**config.mk**
```make
export PLATFORM = sky130hd
export DESIGN_NAME = hsv_to_rgb_converter
export DESIGN_NICKNAME = d
export VERILOG_FILES = /design/src/design/hsv2rgb_pkg.sv /design/src/design/hsv_to_rgb_converter.sv
export SDC_FILE = /design/constraint.sdc
export NUM_CORES = 2
export LEC_CHECK = 0
export ABC_AREA = 1
export BUFFER_PORTS_ARGS = -buffer_cell sky130_fd_sc_hd__buf_4
export CAP_MARGIN = 20
export CORE_MARGIN = 1.5
export CORE_UTILIZATION = 41
export DETAILED_ROUTE_END_ITERATION = 7
export GPL_TIMING_DRIVEN = 1
export SLEW_MARGIN = 15
export SYNTH_ARGS = -nofsm -noshare
export SYNTH_HDL_FRONTEND = slang
export SYNTH_SLANG_ARGS = --single-unit
```
**constraint.sdc**
```tcl
create_clock -name i_clk -period 7.2 [get_ports i_clk]
set_clock_uncertainty 0.15 [all_clocks]
set_input_delay 0.36 -clock i_clk [delete_from_list [all_inputs] [get_ports i_clk]]
set_output_delay 0.36 -clock i_clk [all_outputs]
set_load 0.02 [all_outputs]
```
**src/design/hsv2rgb_pkg.sv**
```systemverilog
package hsv2rgb_pkg;

    localparam int HUE_W      = 16;
    localparam int SQ_W       = 9;
    localparam int CH_W       = 8;

    localparam int HUE_MOD    = 360;
    localparam int SECTOR_DEG = 60;
    localparam int FULL_SCALE = 255;
    localparam int Q_ONE      = 256;
    localparam int Q_FRAC     = 8;

    localparam int NSTG       = 6;

    localparam int HUE_RECIP      = 11651;
    localparam int HUE_RECIP_SH   = 19;
    localparam int FRAC_RECIP     = 4370;
    localparam int FRAC_RECIP_SH  = 16;

    localparam int KQ_ONE     = Q_ONE * SECTOR_DEG;

    typedef enum logic [2:0] {
        SEC_RED_YELLOW,
        SEC_YELLOW_GREEN,
        SEC_GREEN_CYAN,
        SEC_CYAN_BLUE,
        SEC_BLUE_MAGENTA,
        SEC_MAGENTA_RED
    } t_sector;

endpackage

```
**src/design/hsv_to_rgb_converter.sv**
```systemverilog
// Channel   Direction  Handshake            Beat fields
// input     in         i_valid / o_ready    i_hue_degrees, i_saturation, i_brightness
// output    out        o_valid / i_ready    o_red, o_green, o_blue
//
// One beat per cycle sustained while i_ready is high.
// Six register stages: hue reduction (two), sector split, term forming,
// three parallel multiplies, divide-by-constant and channel routing.
// Each stage holds independently, so bubbles collapse while the output stalls.
// Synchronous active-low reset clears the stage valid bits only.
module hsv_to_rgb_converter
    import hsv2rgb_pkg::*;
(
    input  logic                 i_clk,
    input  logic                 i_rst_n,
    input  logic                 i_valid,
    output logic                 o_ready,
    input  logic [HUE_W-1:0]     i_hue_degrees,
    input  logic [SQ_W-1:0]      i_saturation,
    input  logic [SQ_W-1:0]      i_brightness,
    output logic                 o_valid,
    input  logic                 i_ready,
    output logic [CH_W-1:0]      o_red,
    output logic [CH_W-1:0]      o_green,
    output logic [CH_W-1:0]      o_blue
);

    logic [NSTG-1:0] r_vld;
    logic [NSTG-1:0] n_adv;

    logic [HUE_W-1:0] r_s1_hue;
    logic [7:0]       r_s1_quot;
    logic [SQ_W-1:0]  r_s1_sat;
    logic [SQ_W-1:0]  r_s1_val;

    logic [8:0]       r_s2_h;
    logic [SQ_W-1:0]  r_s2_sat;
    logic [SQ_W-1:0]  r_s2_val;

    t_sector          r_s3_sector;
    logic [5:0]       r_s3_rem;
    logic [SQ_W-1:0]  r_s3_sat;
    logic [SQ_W-1:0]  r_s3_val;

    t_sector          r_s4_sector;
    logic [15:0]      r_s4_vs;
    logic [SQ_W-1:0]  r_s4_kp;
    logic [13:0]      r_s4_kq;
    logic [13:0]      r_s4_kt;

    t_sector          r_s5_sector;
    logic [29:0]      r_s5_mq;
    logic [29:0]      r_s5_mt;
    logic [CH_W-1:0]  r_s5_cp;
    logic [CH_W-1:0]  r_s5_cv;

    logic [CH_W-1:0]  r_s6_red;
    logic [CH_W-1:0]  r_s6_green;
    logic [CH_W-1:0]  r_s6_blue;

    logic [26:0]      n_hprod;
    logic [SQ_W-1:0]  n_sat;
    logic [SQ_W-1:0]  n_val;
    logic [16:0]      n_hsub;
    t_sector          n_sector;
    logic [8:0]       n_base;
    logic [8:0]       n_remw;
    logic [16:0]      n_vs;
    logic [14:0]      n_srem;
    logic [14:0]      n_scomp;
    logic [5:0]       n_comp;
    logic [24:0]      n_mp;
    logic [24:0]      n_dq;
    logic [24:0]      n_dt;
    logic [CH_W-1:0]  n_cq;
    logic [CH_W-1:0]  n_ct;

    always_comb begin
        n_adv[NSTG-1] = !r_vld[NSTG-1] || i_ready;
        for (int k = NSTG - 2; k >= 0; k--) begin
            n_adv[k] = !r_vld[k] || n_adv[k+1];
        end
    end

    assign o_ready = n_adv[0];
    assign o_valid = r_vld[NSTG-1];

    always_ff @(posedge i_clk) begin
        if (!i_rst_n) begin
            r_vld <= '0;
        end else begin
            if (n_adv[0]) begin
                r_vld[0] <= i_valid;
            end
            for (int k = 1; k < NSTG; k++) begin
                if (n_adv[k]) begin
                    r_vld[k] <= r_vld[k-1];
                end
            end
        end
    end

    // stage 1: clamp, hue quotient by 360 as (hue/8)/45 through a reciprocal
    assign n_hprod = 27'(i_hue_degrees[HUE_W-1:3]) * 27'(HUE_RECIP);
    assign n_sat   = (i_saturation > SQ_W'(Q_ONE)) ? SQ_W'(Q_ONE) : i_saturation;
    assign n_val   = (i_brightness > SQ_W'(Q_ONE)) ? SQ_W'(Q_ONE) : i_brightness;

    // stage 2: hue mod 360
    assign n_hsub = 17'(r_s1_hue) - 17'(r_s1_quot) * 17'(HUE_MOD);

    // stage 3: sector and remainder
    always_comb begin
        case (r_s2_h) inside
            [9'd0:9'd59]: begin
                n_sector = SEC_RED_YELLOW;
                n_base   = 9'd0;
            end
            [9'd60:9'd119]: begin
                n_sector = SEC_YELLOW_GREEN;
                n_base   = 9'd60;
            end
            [9'd120:9'd179]: begin
                n_sector = SEC_GREEN_CYAN;
                n_base   = 9'd120;
            end
            [9'd180:9'd239]: begin
                n_sector = SEC_CYAN_BLUE;
                n_base   = 9'd180;
            end
            [9'd240:9'd299]: begin
                n_sector = SEC_BLUE_MAGENTA;
                n_base   = 9'd240;
            end
            default: begin
                n_sector = SEC_MAGENTA_RED;
                n_base   = 9'd300;
            end
        endcase
        n_remw = r_s2_h - n_base;
    end

    // stage 4: 255*v and the p, q, t factors
    assign n_vs    = 17'(r_s3_val) * 17'(FULL_SCALE);
    assign n_comp  = 6'(SECTOR_DEG) - r_s3_rem;
    assign n_srem  = 15'(r_s3_sat) * 15'(r_s3_rem);
    assign n_scomp = 15'(r_s3_sat) * 15'(n_comp);

    // stage 5: products
    assign n_mp = 25'(r_s4_vs) * 25'(r_s4_kp);

    // stage 6: divide by 2^16*60 as ((x >> 18) / 15) through a reciprocal, then route
    assign n_dq = 25'(r_s5_mq[29:18]) * 25'(FRAC_RECIP);
    assign n_dt = 25'(r_s5_mt[29:18]) * 25'(FRAC_RECIP);
    assign n_cq = n_dq[FRAC_RECIP_SH +: CH_W];
    assign n_ct = n_dt[FRAC_RECIP_SH +: CH_W];

    always_ff @(posedge i_clk) begin
        if (n_adv[0]) begin
            r_s1_hue  <= i_hue_degrees;
            r_s1_quot <= n_hprod[HUE_RECIP_SH +: 8];
            r_s1_sat  <= n_sat;
            r_s1_val  <= n_val;
        end
        if (n_adv[1]) begin
            r_s2_h   <= n_hsub[8:0];
            r_s2_sat <= r_s1_sat;
            r_s2_val <= r_s1_val;
        end
        if (n_adv[2]) begin
            r_s3_sector <= n_sector;
            r_s3_rem    <= n_remw[5:0];
            r_s3_sat    <= r_s2_sat;
            r_s3_val    <= r_s2_val;
        end
        if (n_adv[3]) begin
            r_s4_sector <= r_s3_sector;
            r_s4_vs     <= n_vs[15:0];
            r_s4_kp     <= SQ_W'(Q_ONE) - r_s3_sat;
            r_s4_kq     <= 14'(15'(KQ_ONE) - n_srem);
            r_s4_kt     <= 14'(15'(KQ_ONE) - n_scomp);
        end
        if (n_adv[4]) begin
            r_s5_sector <= r_s4_sector;
            r_s5_mq     <= 30'(r_s4_vs) * 30'(r_s4_kq);
            r_s5_mt     <= 30'(r_s4_vs) * 30'(r_s4_kt);
            r_s5_cp     <= n_mp[2*Q_FRAC +: CH_W];
            r_s5_cv     <= r_s4_vs[Q_FRAC +: CH_W];
        end
        if (n_adv[5]) begin
            case (r_s5_sector)
                SEC_YELLOW_GREEN: begin
                    r_s6_red   <= n_cq;
                    r_s6_green <= r_s5_cv;
                    r_s6_blue  <= r_s5_cp;
                end
                SEC_GREEN_CYAN: begin
                    r_s6_red   <= r_s5_cp;
                    r_s6_green <= r_s5_cv;
                    r_s6_blue  <= n_ct;
                end
                SEC_CYAN_BLUE: begin
                    r_s6_red   <= r_s5_cp;
                    r_s6_green <= n_cq;
                    r_s6_blue  <= r_s5_cv;
                end
                SEC_BLUE_MAGENTA: begin
                    r_s6_red   <= n_ct;
                    r_s6_green <= r_s5_cp;
                    r_s6_blue  <= r_s5_cv;
                end
                SEC_MAGENTA_RED: begin
                    r_s6_red   <= r_s5_cv;
                    r_s6_green <= r_s5_cp;
                    r_s6_blue  <= n_cq;
                end
                default: begin
                    r_s6_red   <= r_s5_cv;
                    r_s6_green <= n_ct;
                    r_s6_blue  <= r_s5_cp;
                end
            endcase
        end
    end

    assign o_red   = r_s6_red;
    assign o_green = r_s6_green;
    assign o_blue  = r_s6_blue;

    a_hue_reduced: assert property (@(posedge i_clk) disable iff (!i_rst_n)
        r_vld[1] |-> (r_s2_h < 9'(HUE_MOD)))
        else $error("reduced hue out of range");

    a_rem_range: assert property (@(posedge i_clk) disable iff (!i_rst_n)
        r_vld[2] |-> (r_s3_rem < 6'(SECTOR_DEG)))
        else $error("sector remainder out of range");

    a_q_term: assert property (@(posedge i_clk) disable iff (!i_rst_n)
        r_vld[3] |-> (r_s4_kq >= 14'(Q_ONE)) && (r_s4_kq <= 14'(KQ_ONE)))
        else $error("q factor out of range");

    a_no_false_stall: assert property (@(posedge i_clk) disable iff (!i_rst_n)
        !o_valid |-> o_ready)
        else $error("input held while output empty");

endmodule
```
==> results.txt <==
----------------------------------------------------
[STA]
  Actual slew at the worst max-slew pin ... 1.18 ns
  Final-report setup violation count ... 0
  Final critical-path share of the clock period ... 87.3%
  Minimum period implied by the final worst setup slack ... 6.29 ns
  RSZ-0062 raised after global routing ... false
  FMAX ... 159 MHz
  Number of hold-slack violations in the final timing report ... 0
  Worst slew margin relative to its limit ... 21.6%
  Fin. max-slew vios ... 0
  TNS Setup ... 0 ns

[Critical path]
  Startpoint-to-endpoint class of the critical path ... flop to flop
  Maximum single-stage delay on the critical path ... 1.12 ns
  Slack of the worst reg-to-reg path ... 0.91 ns
  Data arrival time of the critical path ... 6.48 ns
  Critical-path top delay cell ... sky130_fd_sc_hd__edfxtp_1
  Crit-path max FO ... 23
  Worst path required time ... 7.40 ns
  Ordered cell list for the critical path ... nand2_1 > fa_1 > fa_1 > inv_1 > fa_1 > fa_1 > fa_1 > inv_1 > fa_1 > inv_1 > ha_1 > nand2_1 > nor4_1 > nand4_1 > nand3_1 > a21oi_1 > xnor2_1
  Cell type with the highest occurrence count on the critical path ... sky130_fd_sc_hd__fa_1
  CP Capture Type ... flop
  CP startpoint kind ... flop

[Clock network]
  Number of buffers on the longest clock path ... 3
  Clock tree from TritonCTS ... done
  Clock Sinks ... 215
  TritonCTS buffer count ... 25
  Clock latency of the later-clocked register in the worst-skew pair ... 0.60 ns
  CTS Root Buffer Type ... sky130_fd_sc_hd__clkbuf_16
  Number of gates resized after CTS ... 0
  CTS H-tree depth ... 1
  Clock transition time at the flip-flop clock pins of the worst setup and hold paths ... 0.07 ns

[Run status]
  Outcome ... complete, no violations

[Placement]
  Placed wire-length estimate after detailed placement ... 72400 µm
  Gpl congestion ... 0.901
  Number of I/O port buffers ... 63

[Routing]
  Pre-Repair DR Iteration Count ... 5
  Final WL ... 87500 µm
  DRC marker count from the first detailed-route iteration ... 1625
  Remaining DRCs ... 0
  Avg Vias per Cell ... 4.81
  Via count of the routed design ... 28.4k
  Number of routed nets with antenna violations ... 0
  DR WL/cell ... 14.8 µm

[Logic synthesis]
  #FFs+latches synth ... 215
  EDFF count, synth ... 209
  Total number of yosys warnings ... 0
  Synth unique cells ... 54
  Share of flip-flops with an asynchronous set or reset ... 0%
  Post-synthesis average cell area ... 8.36 µm²
  Total nets after synthesis ... 5784
  Portion of the post-synthesis area used by sequential elements ... 16.5%
  Synthesized instance count ... 4633
  Netlist area before placement ... 38700 µm²
  Most common flop cell mapped by yosys ... sky130_fd_sc_hd__edfxtp_1

[Finish]
  Final Util ... 44.4%
  Area growth from synthesis to final layout ... 7.20%
  Layout fillers ... 9340
  # nets final ... 5776
  Ratio of cells with drive above 1 in the final layout ... 3.51%

[Floorplan]
  Count of standard-cell rows ... 112
  Chip Height ... 310 µm
  Initial cell density of the core ... 41.4%
  Top-level I/O count ... 64
  Die area ... 96300 µm²
  Standard cell core area ... 93500 µm²
  Die boundary width ... 310 µm

[Global routing]
  Maximum number of pins on one net before global-route repair ... 57
  Met1 GRT Util ... 25.4%
  Busiest layer in global routing ... met2
  Number of global-route vias before repair ... 29.3k
  Global-route met2 utilization ... 32.0%
  GR Util All Layers ... 18.8%
  Met3 usage ... 3.06%
  Wire length of the first global-routing pass ... 146000 µm
  Antenna violations before repair ... 5
  Total congestion overflow after global routing ... 0

[Job]
  Max-capacitance violation count ... 0

[Worst hold path]
  Classification of the worst-slack hold path ... input port to flop

----------------------------------------------------
stage by stage:
| stage | instance area, µm² | hold slack [ns] | std cells | worst slack (ns) |
|---|---|---|---|---|
| after floorplan | 38700 | 0.250 | 4633 | 1.56 |
| after global placement | 40400 | 0.251 | 5822 | 1.08 |
| after detailed placement | 40400 | 0.255 | 5822 | 0.994 |
| after CTS | 41500 | 0.119 | 5896 | 1.01 |
| after global routing | 41500 | 0.183 | 5898 | 0.540 |
| final | 41500 | 0.168 | 5899 | 0.913 |
sequential cells by signal, summed over array words and instances (netlist names), 9 cells and up:
name / flops
r_s1_hue: 9
r_s4_kp: 9
r_s4_vs: 16
r_s2_sat: 9
r_s2_val: 9
r_s4_kt: 13
r_s1_val: 9
r_s3_sat: 9
r_s1_sat: 9
r_s3_val: 9
r_s5_mq: 12
r_s2_h: 9
r_s4_kq: 14
r_s5_mt: 12
cells in the final DEF, fill, tap and decap left out, types with 62 or more instances in the layout:
cell type                  Yosys  routed
sky130_fd_sc_hd__nor2_1      199     199
sky130_fd_sc_hd__buf_4         5      93
sky130_fd_sc_hd__o21ai_0      62      62
sky130_fd_sc_hd__edfxtp_1    209     209
sky130_fd_sc_hd__a21oi_1     156     156
sky130_fd_sc_hd__nand2_1    1044    1044
sky130_fd_sc_hd__nand3_1     122     122
sky130_fd_sc_hd__inv_1      1243    1241
sky130_fd_sc_hd__xor2_1       74      74
sky130_fd_sc_hd__ha_1        539     539
sky130_fd_sc_hd__fa_1        574     574
logic make-up after synthesis:
logic type / share of synthesized area (%)
compound gates: 4.63
xor+xnor: 2.70
fa+ha+maj: 47.1
buf+inv: 13.7
flops: 16.5
simple gates: 15.3
worst max-delay path, delay by kind of cell (launching register included):
| family | cells | cell delay (ns) |
|---|---|---|
| AO/OA/AOI/OAI | 1 | 0.09 |
| XOR/XNOR | 1 | 0.13 |
| adder cells (fa/ha/maj) | 7 | 3.32 |
| buffers and inverters | 3 | 0.16 |
| flip-flops | 1 | 1.12 |
| AND/OR/NAND/NOR | 5 | 1.06 |
cells in the mapped netlist, types with 9 or more instances:
library cell	number	share of area (%)
sky130_fd_sc_hd__xnor2_1	42	0.95
sky130_fd_sc_hd__o21ai_0	62	0.80
sky130_fd_sc_hd__nand4_1	39	0.63
sky130_fd_sc_hd__a21o_1	16	0.31
sky130_fd_sc_hd__inv_1	1243	12
sky130_fd_sc_hd__ha_1	539	17
sky130_fd_sc_hd__nor2_1	199	1.9
sky130_fd_sc_hd__xor2_1	74	1.7
sky130_fd_sc_hd__nand3_1	122	1.6
sky130_fd_sc_hd__edfxtp_1	209	16
sky130_fd_sc_hd__o21bai_1	12	0.23
sky130_fd_sc_hd__a31oi_1	14	0.23
sky130_fd_sc_hd__o21a_1	9	0.17
sky130_fd_sc_hd__nand2_1	1044	10
sky130_fd_sc_hd__nor3_1	31	0.40
sky130_fd_sc_hd__clkbuf_1	146	1.4
sky130_fd_sc_hd__a21oi_1	156	2.0
sky130_fd_sc_hd__fa_1	574	30
area by class of cell:
| type | instances | area, µm² | share of cell area [%] |
|---|---|---|---|
| clock inverters | 14 | 161 | 0.389 |
| multi-input cells | 3012 | 27000 | 65.1 |
| inverters | 1248 | 4680 | 11.3 |
| flip-flops and latches | 215 | 6400 | 15.4 |
| well taps | 1254 | 1570 | 3.78 |
| repair buffers | 123 | 998 | 2.41 |
| clock buffers | 32 | 682 | 1.64 |
| diodes | 1 | 2.50 | 0.00603 |
repair_timing:
action | 4_1_cts | 5_1_grt
hold buffers | 28 | 0
buffers inserted | 0 | 0
hold endpoints to repair | 28 | 0
per-layer routing:
metal | wire length [µm] | share of wire, %
met4 | 1810 | 2.1
met2 | 40600 | 46
met5 | 22 | 0.025
met1 | 39900 | 46
met3 | 5150 | 5.9
final timing paths:
path,end,startpoint,cells past startpoint
worst max-delay path,r_s5_mq[23]$_DFFE_PP_,r_s4_vs[8]$_DFFE_PP_,17
worst min-delay path,r_vld[0]$_SDFFE_PN0P_,i_rst_n,3
worst max register to register,r_s5_mq[23]$_DFFE_PP_,r_s4_vs[8]$_DFFE_PP_,17
worst min register to register,r_s3_sat[1]$_DFFE_PP_,r_s2_sat[1]$_DFFE_PP_,0
Power is not shown: default switching activity piles up to over one toggle a cycle in this logic, so the estimate is an artifact.
